==> src/design/srtf_pkg.sv <==
`timescale 1ns / 1ps

package srtf_pkg;

    localparam int MAX_JOBS = 16;
    localparam int IDX_W    = (MAX_JOBS > 1) ? $clog2(MAX_JOBS) : 1;
    localparam int CNT_W    = $clog2(MAX_JOBS + 1);
    localparam int ID_W     = 8;
    localparam int TIME_W   = 16;
    localparam int S_DATA_W = 40;
    localparam int M_DATA_W = 64;

    typedef enum logic {
        OP_ADD  = 1'b0,
        OP_TICK = 1'b1
    } t_op;

    typedef enum logic [1:0] {
        ST_IDLE,
        ST_SCAN,
        ST_UPDATE,
        ST_RESULT
    } t_state;

    // one row of the job table
    typedef struct packed {
        logic [ID_W-1:0]   id;
        logic [TIME_W-1:0] arrival;
        logic [TIME_W-1:0] remaining;
        logic [TIME_W-1:0] burst;
    } t_entry;

    // scan control from the sequencer to the compare unit
    typedef struct packed {
        logic             clear;
        logic             rd_valid;
        logic [IDX_W-1:0] rd_idx;
        logic             done_bit;
    } t_scan;

    // running best candidate held by the compare unit
    typedef struct packed {
        logic             have;
        logic [IDX_W-1:0] idx;
        t_entry           entry;
    } t_pick;

    // result word, last field in the lowest bits
    typedef struct packed {
        logic [5:0]        pad;
        logic              all_done;
        logic [TIME_W-1:0] waiting;
        logic [TIME_W-1:0] turnaround;
        logic              finished;
        logic [TIME_W-1:0] time_after;
        logic [ID_W-1:0]   running_id;
    } t_result;

    // input word, last field in the lowest bits
    typedef struct packed {
        logic [TIME_W-1:0] burst;
        logic [TIME_W-1:0] arrival;
        logic [ID_W-1:0]   job_id;
    } t_job_in;

endpackage

==> src/design/srtf_job_ram.sv <==
`timescale 1ns / 1ps

module srtf_job_ram (
    input  logic                         i_clk,
    input  logic                         i_we,
    input  logic [srtf_pkg::IDX_W-1:0]   i_waddr,
    input  srtf_pkg::t_entry             i_wdata,
    input  logic [srtf_pkg::IDX_W-1:0]   i_raddr,
    output srtf_pkg::t_entry             o_rdata
);

    srtf_pkg::t_entry r_mem [srtf_pkg::MAX_JOBS];
    srtf_pkg::t_entry r_rdata;

    always_ff @(posedge i_clk) begin
        if (i_we) begin
            r_mem[i_waddr] <= i_wdata;
        end
    end

    always_ff @(posedge i_clk) begin
        r_rdata <= r_mem[i_raddr];
    end

    assign o_rdata = r_rdata;

endmodule

==> src/design/srtf_pick_unit.sv <==
`timescale 1ns / 1ps

module srtf_pick_unit (
    input  logic                          i_clk,
    input  logic                          i_rst_n,
    input  srtf_pkg::t_scan               i_scan,
    input  srtf_pkg::t_entry              i_entry,
    input  logic [srtf_pkg::TIME_W-1:0]   i_cur_time,
    output srtf_pkg::t_pick               o_pick
);

    logic                         r_have, n_have;
    logic [srtf_pkg::IDX_W-1:0]   r_idx, n_idx;
    srtf_pkg::t_entry             r_entry, n_entry;
    logic                         eligible;
    logic                         better;

    // ready and not done; strict less-than keeps the earlier row on a tie
    assign eligible = !i_scan.done_bit && (i_entry.arrival <= i_cur_time);
    assign better   = !r_have || (i_entry.remaining < r_entry.remaining);

    always_comb begin
        n_have  = r_have;
        n_idx   = r_idx;
        n_entry = r_entry;
        if (i_scan.clear) begin
            n_have = 1'b0;
        end else if (i_scan.rd_valid && eligible && better) begin
            n_have  = 1'b1;
            n_idx   = i_scan.rd_idx;
            n_entry = i_entry;
        end
    end

    always_ff @(posedge i_clk) begin
        if (!i_rst_n) begin
            r_have <= 1'b0;
        end else begin
            r_have <= n_have;
        end
    end

    always_ff @(posedge i_clk) begin
        r_idx   <= n_idx;
        r_entry <= n_entry;
    end

    assign o_pick.have  = r_have;
    assign o_pick.idx   = r_idx;
    assign o_pick.entry = r_entry;

endmodule

==> src/design/srtf_tick_scheduler_core.sv <==
`timescale 1ns / 1ps

// Shortest-remaining-time-first scheduler over a table of up to MAX_JOBS jobs.
// Slave channel: tuser carries the operation (add a job or run one tick),
// tdata carries job_id, arrival and burst. An add is stored in the cycle of its
// transfer and gives no result; an add to a full table is dropped.
// A tick scans the table one row per cycle through a single comparator. Its
// result is loaded in the result state, after the scan and update states, and
// the next item can be taken in the cycle after; no new item is taken while a
// tick is in progress, and the single table RAM read port sets the pace.
// Master channel: one result per tick. tuser is the idle flag, tdata carries
// running_id, time_after, finished, turnaround, waiting and all_done.
// The result sits in an output register; the next item is taken while it waits
// for the receiver. If the receiver stalls, a finished tick holds in its result
// state until the register frees, and tready stays low meanwhile.
// Reset clears the job count, finished count, time counter, done marks and
// output valid; no clearing pass is needed, the table is ready at once.
module srtf_tick_scheduler_core (
    input  logic                            i_clk,
    input  logic                            i_rst_n,
    input  logic                            i_s_axis_tvalid,
    output logic                            o_s_axis_tready,
    // job_id[7:0], arrival[23:8], burst[39:24]
    input  logic [srtf_pkg::S_DATA_W-1:0]   i_s_axis_tdata,
    // op[0]
    input  logic                            i_s_axis_tuser,
    output logic                            o_m_axis_tvalid,
    input  logic                            i_m_axis_tready,
    // running_id[7:0], time_after[23:8], finished[24], turnaround[40:25],
    // waiting[56:41], all_done[57], zero fill[63:58]
    output logic [srtf_pkg::M_DATA_W-1:0]   o_m_axis_tdata,
    // idle[0]
    output logic                            o_m_axis_tuser
);

    localparam logic [srtf_pkg::TIME_W-1:0] TIME_MAX = {srtf_pkg::TIME_W{1'b1}};

    srtf_pkg::t_state                 r_state, n_state;
    logic [srtf_pkg::CNT_W-1:0]       r_job_cnt, n_job_cnt;
    logic [srtf_pkg::CNT_W-1:0]       r_fin_cnt, n_fin_cnt;
    logic [srtf_pkg::TIME_W-1:0]      r_time, n_time;
    logic [srtf_pkg::MAX_JOBS-1:0]    r_done, n_done;
    logic [srtf_pkg::CNT_W-1:0]       r_idx, n_idx;
    logic                             r_rd_v, n_rd_v;
    logic [srtf_pkg::IDX_W-1:0]       r_rd_idx, n_rd_idx;
    logic                             r_fin, n_fin;
    logic [srtf_pkg::TIME_W-1:0]      r_tat, n_tat;
    logic                             r_out_valid, n_out_valid;
    logic                             r_out_idle, n_out_idle;
    srtf_pkg::t_result                r_out, n_out;

    srtf_pkg::t_job_in                job_in;
    srtf_pkg::t_op                    op_in;
    logic                             s_fire;
    logic                             ram_we;
    logic [srtf_pkg::IDX_W-1:0]       ram_waddr;
    srtf_pkg::t_entry                 ram_wdata;
    srtf_pkg::t_entry                 ram_rdata;
    logic                             scan_clear;
    srtf_pkg::t_scan                  scan;
    srtf_pkg::t_pick                  pick;
    logic [srtf_pkg::TIME_W-1:0]      time_next;
    logic [srtf_pkg::TIME_W-1:0]      rem_next;

    assign job_in = srtf_pkg::t_job_in'(i_s_axis_tdata);
    assign op_in  = srtf_pkg::t_op'(i_s_axis_tuser);
    assign o_s_axis_tready = (r_state == srtf_pkg::ST_IDLE);
    assign s_fire = i_s_axis_tvalid && o_s_axis_tready;

    // saturating time step and the picked job's new remaining time
    assign time_next = (r_time == TIME_MAX) ? r_time : r_time + srtf_pkg::TIME_W'(1);
    assign rem_next  = pick.entry.remaining - srtf_pkg::TIME_W'(1);

    srtf_job_ram u_ram (
        .i_clk   (i_clk),
        .i_we    (ram_we),
        .i_waddr (ram_waddr),
        .i_wdata (ram_wdata),
        .i_raddr (r_idx[srtf_pkg::IDX_W-1:0]),
        .o_rdata (ram_rdata)
    );

    srtf_pick_unit u_pick (
        .i_clk      (i_clk),
        .i_rst_n    (i_rst_n),
        .i_scan     (scan),
        .i_entry    (ram_rdata),
        .i_cur_time (r_time),
        .o_pick     (pick)
    );

    assign scan.clear    = scan_clear;
    assign scan.rd_valid = r_rd_v;
    assign scan.rd_idx   = r_rd_idx;
    assign scan.done_bit = r_done[r_rd_idx];

    always_comb begin
        n_state     = r_state;
        n_job_cnt   = r_job_cnt;
        n_fin_cnt   = r_fin_cnt;
        n_time      = r_time;
        n_done      = r_done;
        n_idx       = r_idx;
        n_rd_v      = 1'b0;
        n_rd_idx    = r_rd_idx;
        n_fin       = r_fin;
        n_tat       = r_tat;
        n_out       = r_out;
        n_out_idle  = r_out_idle;
        // drop the valid once the receiver takes the result
        n_out_valid = r_out_valid && !i_m_axis_tready;
        ram_we      = 1'b0;
        ram_waddr   = r_job_cnt[srtf_pkg::IDX_W-1:0];
        ram_wdata   = '{id: job_in.job_id, arrival: job_in.arrival,
                        remaining: job_in.burst, burst: job_in.burst};
        scan_clear  = 1'b0;

        // an empty burst is stored as one tick
        if (job_in.burst == '0) begin
            ram_wdata.remaining = srtf_pkg::TIME_W'(1);
            ram_wdata.burst     = srtf_pkg::TIME_W'(1);
        end

        case (r_state)
            srtf_pkg::ST_IDLE: begin
                if (s_fire) begin
                    if (op_in == srtf_pkg::OP_ADD) begin
                        if (r_job_cnt != srtf_pkg::CNT_W'(srtf_pkg::MAX_JOBS)) begin
                            ram_we    = 1'b1;
                            n_done[r_job_cnt[srtf_pkg::IDX_W-1:0]] = 1'b0;
                            n_job_cnt = r_job_cnt + srtf_pkg::CNT_W'(1);
                        end
                    end else begin
                        scan_clear = 1'b1;
                        n_idx      = '0;
                        n_state    = srtf_pkg::ST_SCAN;
                    end
                end
            end
            srtf_pkg::ST_SCAN: begin
                // issue one row per cycle; the compare unit sees it in the cycle after
                if (r_idx != r_job_cnt) begin
                    n_rd_v   = 1'b1;
                    n_rd_idx = r_idx[srtf_pkg::IDX_W-1:0];
                    n_idx    = r_idx + srtf_pkg::CNT_W'(1);
                end else begin
                    n_state = srtf_pkg::ST_UPDATE;
                end
            end
            srtf_pkg::ST_UPDATE: begin
                n_time = time_next;
                n_fin  = 1'b0;
                n_tat  = '0;
                if (pick.have) begin
                    ram_we              = 1'b1;
                    ram_waddr           = pick.idx;
                    ram_wdata           = pick.entry;
                    ram_wdata.remaining = rem_next;
                    if (rem_next == '0) begin
                        n_done[pick.idx] = 1'b1;
                        n_fin_cnt        = r_fin_cnt + srtf_pkg::CNT_W'(1);
                        n_fin            = 1'b1;
                        n_tat            = time_next - pick.entry.arrival;
                    end
                end
                n_state = srtf_pkg::ST_RESULT;
            end
            srtf_pkg::ST_RESULT: begin
                // hold until the output register is free
                if (!r_out_valid || i_m_axis_tready) begin
                    n_out_valid        = 1'b1;
                    n_out_idle         = !pick.have;
                    n_out.pad          = '0;
                    n_out.running_id   = pick.have ? pick.entry.id : '0;
                    n_out.time_after   = r_time;
                    n_out.finished     = r_fin;
                    n_out.turnaround   = r_tat;
                    n_out.waiting      = (r_fin && (r_tat >= pick.entry.burst))
                                         ? r_tat - pick.entry.burst : '0;
                    n_out.all_done     = (r_fin_cnt == r_job_cnt);
                    n_state            = srtf_pkg::ST_IDLE;
                end
            end
            default: begin
                n_state = srtf_pkg::ST_IDLE;
            end
        endcase
    end

    always_ff @(posedge i_clk) begin
        if (!i_rst_n) begin
            r_state     <= srtf_pkg::ST_IDLE;
            r_job_cnt   <= '0;
            r_fin_cnt   <= '0;
            r_time      <= '0;
            r_done      <= '0;
            r_rd_v      <= 1'b0;
            r_out_valid <= 1'b0;
        end else begin
            r_state     <= n_state;
            r_job_cnt   <= n_job_cnt;
            r_fin_cnt   <= n_fin_cnt;
            r_time      <= n_time;
            r_done      <= n_done;
            r_rd_v      <= n_rd_v;
            r_out_valid <= n_out_valid;
        end
    end

    always_ff @(posedge i_clk) begin
        r_idx      <= n_idx;
        r_rd_idx   <= n_rd_idx;
        r_fin      <= n_fin;
        r_tat      <= n_tat;
        r_out      <= n_out;
        r_out_idle <= n_out_idle;
    end

    assign o_m_axis_tvalid = r_out_valid;
    assign o_m_axis_tdata  = r_out;
    assign o_m_axis_tuser  = r_out_idle;

    // a tick transfer closes the input until its result is loaded
    a_tick_blocks: assert property (@(posedge i_clk) disable iff (!i_rst_n)
        (s_fire && (op_in == srtf_pkg::OP_TICK)) |=> !o_s_axis_tready)
        else $error("input still open after a tick transfer");

    // never more completions than loaded jobs
    a_fin_bound: assert property (@(posedge i_clk) disable iff (!i_rst_n)
        r_fin_cnt <= r_job_cnt)
        else $error("finished count exceeds job count");

    // an idle tick names no job and finishes nothing
    a_idle_result: assert property (@(posedge i_clk) disable iff (!i_rst_n)
        (r_out_valid && r_out_idle) |-> (r_out.running_id == '0 && !r_out.finished))
        else $error("idle result carries a job");

    // the scan never reads beyond the loaded rows
    a_scan_bound: assert property (@(posedge i_clk) disable iff (!i_rst_n)
        (r_state == srtf_pkg::ST_SCAN) |-> (r_idx <= r_job_cnt))
        else $error("scan index past job count");

endmodule

==> config.mk <==
export PLATFORM = sky130hd
export DESIGN_NAME = srtf_tick_scheduler_core
export DESIGN_NICKNAME = d
export VERILOG_FILES = /design/src/design/srtf_pkg.sv /design/src/design/srtf_job_ram.sv /design/src/design/srtf_pick_unit.sv /design/src/design/srtf_tick_scheduler_core.sv
export SDC_FILE = /design/constraint.sdc
export NUM_CORES = 1
export LEC_CHECK = 0
export BUFFER_PORTS_ARGS = -buffer_cell sky130_fd_sc_hd__buf_4
export CELL_PAD_IN_SITES_DETAIL_PLACEMENT = 0
export CELL_PAD_IN_SITES_GLOBAL_PLACEMENT = 1
export CORE_UTILIZATION = 50
export CTS_BUF_LIST = sky130_fd_sc_hd__clkbuf_8
export DETAILED_ROUTE_END_ITERATION = 8
export GPL_TIMING_DRIVEN = 0
export HOLD_SLACK_MARGIN = 0.15
export PLACE_DENSITY = 0.79
export SETUP_SLACK_MARGIN = 0.15
export SLEW_MARGIN = 20
export SYNTH_ARGS = -nofsm -noshare
export SYNTH_HDL_FRONTEND = slang
export SYNTH_SLANG_ARGS = --single-unit
==> constraint.sdc <==
create_clock -name i_clk -period 10.55 [get_ports i_clk]
set_input_delay 0 -clock i_clk [delete_from_list [all_inputs] [get_ports i_clk]]
set_output_delay 0 -clock i_clk [all_outputs]
set_load 0.01 [all_outputs]
### Word-level counts from Yosys, hierarchy flattened

Memories as Yosys holds them, arrays and structs flattened. A register that Yosys moved wholly into a read port is not among the register bits.
Cells that the tools add are included.

* add/sub/neg operators: 7
* $lt $le $gt $ge: 8
* equality and inequality tests: 16
* multiplexer cells: 41
* bitwise logic cells: 6
* reduce and logical (&&, ||, !) cells: 30

Operators by type and width (count)
* two-way mux 56 bit: 2
* two-way mux 16 bit: 6
* zero test 16 bit: 2
* two-way mux 32 bit: 1
* one-hot mux 16 bit (2 select lines): 1
* subtractor 16 bit: 2
* adder 16 x 1 -> 16 bit (second input constant): 1
* bitwise AND 16 bit: 1
* == test 16 bit (second input constant): 1
* >= comparator 16 bit: 1
* less-or-equal comparator 16 bit: 1
* < comparator 16 bit: 1
* two-way mux 1 bit: 16
* NOT 16 bit: 1
* OR 16 bit: 1
* subtractor 16 x 1 -> 16 bit (second input constant): 1
* adder 5 x 1 -> 5 bit (second input constant): 3
* < comparator 4 x 5 -> 1 bit (second input constant): 3
* two-way mux 5 bit: 3
* AND reduction 4 bit: 3
* != test 2 bit (second input constant): 5
* one-hot mux 5 bit (2 select lines): 1
* AND reduction 2 bit: 5
* demux 1 bit (select 4 bit): 2
* other kinds (21): 44

* flip-flop bits (word level): 192
* memory bits (writable): 896
* input port bits: 45
* output and inout port bits: 67
* memories: 1

Memories
* u_ram.r_mem: words 16, bits a word 56, read ports 1, clocked after Yosys merged registers in 1, write ports 1, line srtf_job_ram.sv:12 `srtf_pkg::t_entry r_mem [srtf_pkg::MAX_JOBS];`

### Logic depth before layout (Yosys ltp)

Gate-level depths: netlist of run 1.

* depth after elaboration: 10
* depth in mapped cells: 15
* gate-level depth less buffers: 14

### Modules after synthesis

From an unflattened synthesis of run 1, not the netlist that was laid out.

* cells, all modules: 2499
* area, all modules: 45323.5 um^2

Modules (own cells, without submodules)
* srtf_job_ram: times used 1, cells each 1445, area each 34678.3 um^2
* srtf_tick_scheduler_core: times used 1, cells each 876, area each 7978.9 um^2
* srtf_pick_unit: times used 1, cells each 178, area each 2666.3 um^2

### Worst setup path after synthesis of run 1

No wires, ideal clock.

* path kind: reg2reg
* start: reg r_rd_idx[0] (netlist bit)
* end: reg u_pick.r_entry, in the netlist u_pick.o_pick[0] (enable)
* library setup time: 568 ps
* data arrival time: 6075 ps
* data required time: 9982 ps
* slack: 3907 ps
* stages on the path, launching flop included: 5
* cells stage by stage: edfxtp_1 > mux4_2 > mux4_2 > nand4b_1 > a211oi_1

* longest elaborated chain between the ends: 7

RTL lines
* start, declared: line srtf_tick_scheduler_core.sv:45 `logic [srtf_pkg::IDX_W-1:0] r_rd_idx, n_rd_idx;`
* start signal, assigned: line srtf_tick_scheduler_core.sv:212 `r_rd_idx <= n_rd_idx;`
* binary-select mux 1 bit (select 4 bit): line srtf_tick_scheduler_core.sv:95 `assign scan.done_bit = r_done[r_rd_idx];`
* two-way mux 1 bit (not written as such): line srtf_tick_scheduler_core.sv:95
* zero test 1 bit: line srtf_pick_unit.sv:19 `assign eligible = !i_scan.done_bit && (i_entry.arrival <= i_cur_time);`
* logical AND 1 bit: line srtf_pick_unit.sv:19
* logical AND 1 bit (2 in series): line srtf_pick_unit.sv:28 `end else if (i_scan.rd_valid && eligible && better) begin`
* AND reduction 2 bit (no line)
* end signal, assigned: line srtf_pick_unit.sv:45 `r_entry <= n_entry;`
* end, declared: line srtf_pick_unit.sv:14 `srtf_pkg::t_entry r_entry, n_entry;`

Every way passes these cells. The select of a mux whose other input is x is not followed.
A chain may end at the register's enable or synchronous reset.

==> reports/metrics.csv, run 1 <==
metric,value,unit
min_path_cells,4,
antenna_found_initial,4,
die_h,303.3,um
overflow,0,
synth-edff-count,1041,
max_freq,201.6,MHz
fin_crit,4.961,ns
ys_ff_latch,1144,
hold_viol,0,
final_cells,4118,
r2r-start,r_state[0],
syn_inst,2387,
path_max_fanout,22,
vdd_drop_max,0.1170,mV
placed_cells,3742,
r2r_cells,9,
ys_warn_count,0,
outcome,finished clean,
wl_met1,43610,um
fin_nets,2922,
grt_max_degree,28,
cp.required,11.02,ns
cts_hold_buffers,51,
end_kind,flip-flop,
avgRoutedWirePerCell,28.04,um
dp_hpwl,78710,um
synth_area,45400,sq um
num_vias,24790,
io-pin-count,112,
routed-wl-met2,57550,um
slew_violations,0,
synthMuxAreaShare,14.20,%
route.detailed.drc,0,
ant_nets,0,
holdPathEnd,u_ram.r_mem[1][39],
drive_above_1_share,25.65,%
final_common_cell,edfxtp_1,
timing.rr.end,u_ram.r_mem[0][16],
die_x,303.3,um
synth_xor_area_share,1.254,%
worstPathArrival,5.43,ns
final_util,59.32,%
totalWireLength,115500,um
root_buffer,clkbuf_8,
clock-sinks,1144,
synthArstFlopShare,0,%
post_cts.repair.setup_buffers,0,
synth_top_family_by_area,multiplexers,
first_pass_iters,9,
cts.clk_slew.worst_paths,0.06,ns
power_leakage,17.95,nW
r2r_slack,5.59,ns
synth_top_flop_cell,edfxtp_1,
yosysUniqueCellTypes,59,
htree_levels,4,
wl_met3,10930,um
cts.path.max_buffers,3,
io_buffers,104,
top_layer_used,met5,
setup_viol,0,
nFillCells,6365,
gp_congestion,0.8940,
synth_area_leaders,"edfxtp_1, mux4_2, dfxtp_1",
globalRouteTotalUtil,25.55,%
cts_resized,0,
maxCapViolCount,0,
relSlewSlack,22.50,%
final-seq-area,33320,sq um
worstSetupStartpointType,flip-flop,
avgSynthCellArea,19.02,sq um
finalCritPeriodShare,47.03,%
synth_compound_area_share,3.282,%
clk_latency,0.83,ns
p_per_area,225.6,nW/um^2
tns,0,ns
grt_pass1_vias,25230,
skew,0.03163,ns
power,12.05,mW
synthSimpleGateAreaFrac,4.060,%
die_area,92010,sq um
yosys.area.top_type,edfxtp_1,
yosysSeqAreaShare,73.40,%
std_cell_rows,110,
core,90010,sq um
rsz0062_at_grt,false,
cts_made_buffers,172,
synth_fa_ha_area_share,2.155,%
mostFrequentLayoutCells,"edfxtp_1, mux4_2, clkbuf_8, inv_1, nand2_1",
vias_per_cell,6.021,
cp-startpoint,r_state[0],
synth_top_area_share,68.85,%
multiInputGateArea,11510,sq um
hold_class,primary input to flip-flop,
worst_pin_slew,1.163,ns
syn2layout_area_growth,17.62,%
drt_iter0_markers,3041,
start_util,50.44,%
whs,0.1950,ns
worstHoldStart,i_s_axis_tdata[15],
path_class,flip-flop to flip-flop,
grt_first_pass_wirelength,166400,um
cts_tree,built,
==> through the flow <==
step	setup slack [ns]	area, sq um
detailed placement	5.733	49390
finish	5.589	53400
floorplan	3.907	45420
global placement	-0.7002	47670
global route	5.282	53400
CTS	5.581	53290
==> worst max-delay path by stage <==
stage | to | slack [ns] | cells after the start
4_1_cts | u_ram.r_mem[0][16] | 5.58 | 9
6_report | u_ram.r_mem[0][16] | 5.59 | 9
5_1_grt | u_ram.r_mem[14][16] | 5.28 | 9
3_5_place_dp | r_tat[14] | 5.73 | 15
2_1_floorplan | u_pick.o_pick[0] | 3.91 | 4
3_3_place_gp | u_pick.o_pick[42] | -0.70 | 9
==> synth_stat cells (4+ instances only) <==
| cell type | n |
|---|---|
| inv_1 | 84 |
| or4_1 | 5 |
| a211oi_1 | 8 |
| nand2_1 | 122 |
| nor2_1 | 92 |
| and4_1 | 4 |
| nor3b_1 | 5 |
| or3_1 | 16 |
| nor3_1 | 21 |
| nor2b_1 | 13 |
| o211ai_1 | 7 |
| nand2b_1 | 10 |
| buf_4 | 6 |
| o31ai_1 | 9 |
| clkbuf_1 | 75 |
| o21ai_0 | 84 |
| and2_1 | 11 |
| o21a_1 | 17 |
| xor2_1 | 19 |
| buf_1 | 23 |
| a211o_1 | 5 |
| a21o_1 | 13 |
| edfxtp_1 | 1041 |
| nand4_1 | 13 |
| dfxtp_1 | 103 |
| a21oi_1 | 58 |
| nand3_1 | 32 |
| a21boi_0 | 4 |
| a31oi_1 | 9 |
| ha_1 | 75 |
| and3_1 | 10 |
| o211a_1 | 7 |
| o31a_1 | 4 |
| mux4_2 | 285 |
| nor4_1 | 14 |
| xnor2_1 | 46 |
==> logic make-up after synthesis <==
| kind of cell | after synthesis |
|---|---|
| and+or+nand+nor | 381 |
| buffers and inverters | 190 |
| other | 1 |
| DFF | 1144 |
| muxes | 288 |
| AOI/OAI and AO/OA | 241 |
| xor gates and xnor gates | 65 |
| adders and majority gates | 77 |
==> where the power goes <==
part / switching (mW) / internal (mW) / total (mW)
combinational: 1.61 / 1.42 / 3.03
clock: 1.68 / 1.89 / 3.58
sequential: 0.154 / 5.29 / 5.44
total: 3.45 / 8.60 / 12.0
==> sequential cells by signal, indices dropped and copies added, names as in the netlist <==
signal,flops
r_rd_idx,4
r_time,16
r_rd_v,1
o_m_axis_tdata,58
u_pick.o_pick,56
r_job_cnt,5
r_tat,16
r_fin_cnt,5
r_idx,5
o_m_axis_tuser,1
o_m_axis_tvalid,1
u_ram.o_rdata,56
r_fin,1
r_state,2
u_pick.r_idx,4
u_ram.r_mem,896
r_done,16
u_pick.r_have,1
==> worst max-delay path, stage by stage, from the launching register on <==
cell and delay, ns:
dfxtp_1 0.33, inv_1 0.11, ha_1 0.79, inv_1 0.42
nor2_1 0.31, clkbuf_1 0.84, nor2_1 0.08, nand2_1 0.29
dlygate4sd3_1 0.61, a21boi_1 0.80
==> layout make-up <==
type / count / share of cell area [%]
Tap cell: 1176 / 2.756
Sequential cell: 1144 / 62.40
Antenna cell: 2 / 0.009373
Timing Repair Buffer: 234 / 5.485
Clock buffer: 186 / 4.794
Inverter: 84 / 0.5905
Buffer: 106 / 0.8576
Clock inverter: 128 / 1.554
Multi-Input combinational cell: 1058 / 21.55
==> metal layers <==
layer | up-vias | GRT usage [%]
li1 | 10480 | -
met1 | 12740 | 33.53
met2 | 1354 | 42.46
met3 | 218 | 5.861
met4 | 2 | 8.310
met5 | - | 0
Power figures use the tool's default switching activity.
==> run 2: changes to the inputs <==
==> constraint.sdc (replaced) <==
create_clock -name i_clk -period 5.1 [get_ports i_clk]
set_input_delay 0 -clock i_clk [delete_from_list [all_inputs] [get_ports i_clk]]
set_output_delay 0 -clock i_clk [all_outputs]
set_load 0.01 [all_outputs]
==> run 2 against run 1 <==
Effect of this change:
- first-iteration DRC count is 2.2% higher
- clock-buffer cell count is 3 lower
- clock power is 96% higher
- clock skew is 0.0020 ns higher
- via count is 0.77% higher
- register-to-register slack worse by 5.3 ns
- critical endpoint is now u_ram.r_mem[12][25]
- largest cell class unchanged
- combinational power is 110% higher
- sequential power is 110% higher
==> reports/metrics.csv, run 2 (synthesized netlist as in run 1, its figures left out) <==
metric,value,unit
worst_pin_slew,1.181,ns
syn2layout_area_growth,17.20,%
maxCapViolCount,0,
worstSetupStartpointType,flip-flop,
cts_made_buffers,171,
clk_latency,0.84,ns
antenna_found_initial,3,
drive_above_1_share,25.69,%
grt_pass1_vias,24970,
gp_congestion,0.8795,
core,90010,sq um
final-seq-area,33320,sq um
cts.path.max_buffers,3,
nFillCells,6390,
vdd_drop_max,0.2220,mV
multiInputGateArea,11520,sq um
final_cells,4133,
io_buffers,104,
hold_class,primary input to flip-flop,
vias_per_cell,6.045,
mostFrequentLayoutCells,"edfxtp_1, mux4_2, clkbuf_8, inv_1, buf_4",
grt_first_pass_wirelength,166300,um
fin_crit,4.775,ns
fin_nets,2929,
end_kind,flip-flop,
start_util,50.44,%
clock-sinks,1144,
overflow,0,
totalWireLength,116300,um
die_area,92010,sq um
p_per_area,461.3,nW/um^2
finalCritPeriodShare,93.63,%
hold_viol,0,
num_vias,24990,
power,24.55,mW
slew_violations,0,
largest_reg_flops,896,
root_buffer,clkbuf_8,
rsz0062_at_grt,false,
globalRouteTotalUtil,25.50,%
final_util,59.11,%
die_h,303.3,um
grt_max_degree,28,
relSlewSlack,20.91,%
std_cell_rows,110,
worstPathArrival,5.29,ns
setup_viol,0,
power_leakage,17.86,nW
regMostFlops,u_ram.r_mem,
drt_iter0_markers,3107,
max_freq,209.4,MHz
cp.required,5.62,ns
path_max_fanout,22,
placed_cells,3742,
die_x,303.3,um
route.detailed.drc,0,
outcome,finished clean,
avgRoutedWirePerCell,28.15,um
tns,0,ns
first_pass_iters,6,
skew,0.03358,ns
io-pin-count,112,
cts_tree,built,
ant_nets,0,
final_common_cell,edfxtp_1,
htree_levels,4,
dp_hpwl,77590,um
cts.clk_slew.worst_paths,0.06,ns
path_class,flip-flop to flip-flop,
-- run 2: cell count changes in the layout (fill, tap and decap cells not counted), moves of 4 or more --
cell	previous run	this run
clkinv_1	35	42
buf_8	9	3
buf_12	13	27
clkinvlp_4	5	9
buf_16	40	28
bufinv_16	11	3
buf_4	119	125
-- run 2: through the flow --
step,setup WS [ns],hold WS [ns],instance area [sq um]
after global routing,0.1501,0.1681,53210
after floorplan,0.4124,0.2034,45420
after detailed placement,-0.06716,0.3401,49280
final,0.3248,0.1803,53210
after global placement,-4.236,0.3133,47680
after CTS,0.3398,0.1504,53030
-- run 2: final timing paths --
kind | startpoint | to | slack, ns | depth (start not counted)
worst max-delay path | r_state[0] | u_ram.r_mem[12][25] | 0.32 | 10
worst min-delay path | i_s_axis_tdata[9] | u_ram.r_mem[3][33] | 0.18 | 4
worst max register to register | r_state[0] | u_ram.r_mem[12][25] | 0.32 | 10
worst min register to register | u_ram.o_rdata[51] | u_pick.o_pick[51] | 0.40 | 0
-- run 2: layout make-up --
cell class                 count  area share [%]
sequential                  1144           62.62
multi-input combinational   1058           21.65
timing repair buffer         242           5.439
clock buffer                 183           4.733
tap                         1176           2.765
clock inverter               138           1.314
buffer                       106          0.8724
inverter                      84          0.5926
antenna                        2        0.009406
-- run 2: worst max-delay path, cell delays in order, from the launching register on --
cell	delay, ns
dfxtp_1	0.33
inv_1	0.11
ha_2	0.55
inv_1	0.36
nor2_1	0.31
clkdlybuf4s15_1	0.86
a22oi_1	0.53
nor2_4	0.73
buf_12	0.28
buf_16	0.19
buf_12	0.20
-- run 2: power breakdown --
group,leakage [nW],switching [mW],internal [mW]
Clock,1.84,3.51,3.49
Combinational,5.77,3.33,2.96
Sequential,10.2,0.315,10.9
Total,17.9,7.16,17.4
-- run 2: what timing repair did --
item / 4_1_cts / 5_1_grt
endpoints found under the hold margin: 892 / 5
gates cloned: 0 / 0
gates resized for setup: 2 / 2
hold buffers: 52 / 3
buffers inserted: 0 / 2
pin swaps: 0 / 2
setup endpoints to repair: 178 / 50
-- run 2: routing by layer --
metal	GRT usage (%)	vias up	routed length (um)
li1	-	10490	-
met2	41.65	1391	57250
met4	8.440	2	3292
met3	5.319	215	10740
met1	34.42	12890	45030
met5	0	-	13
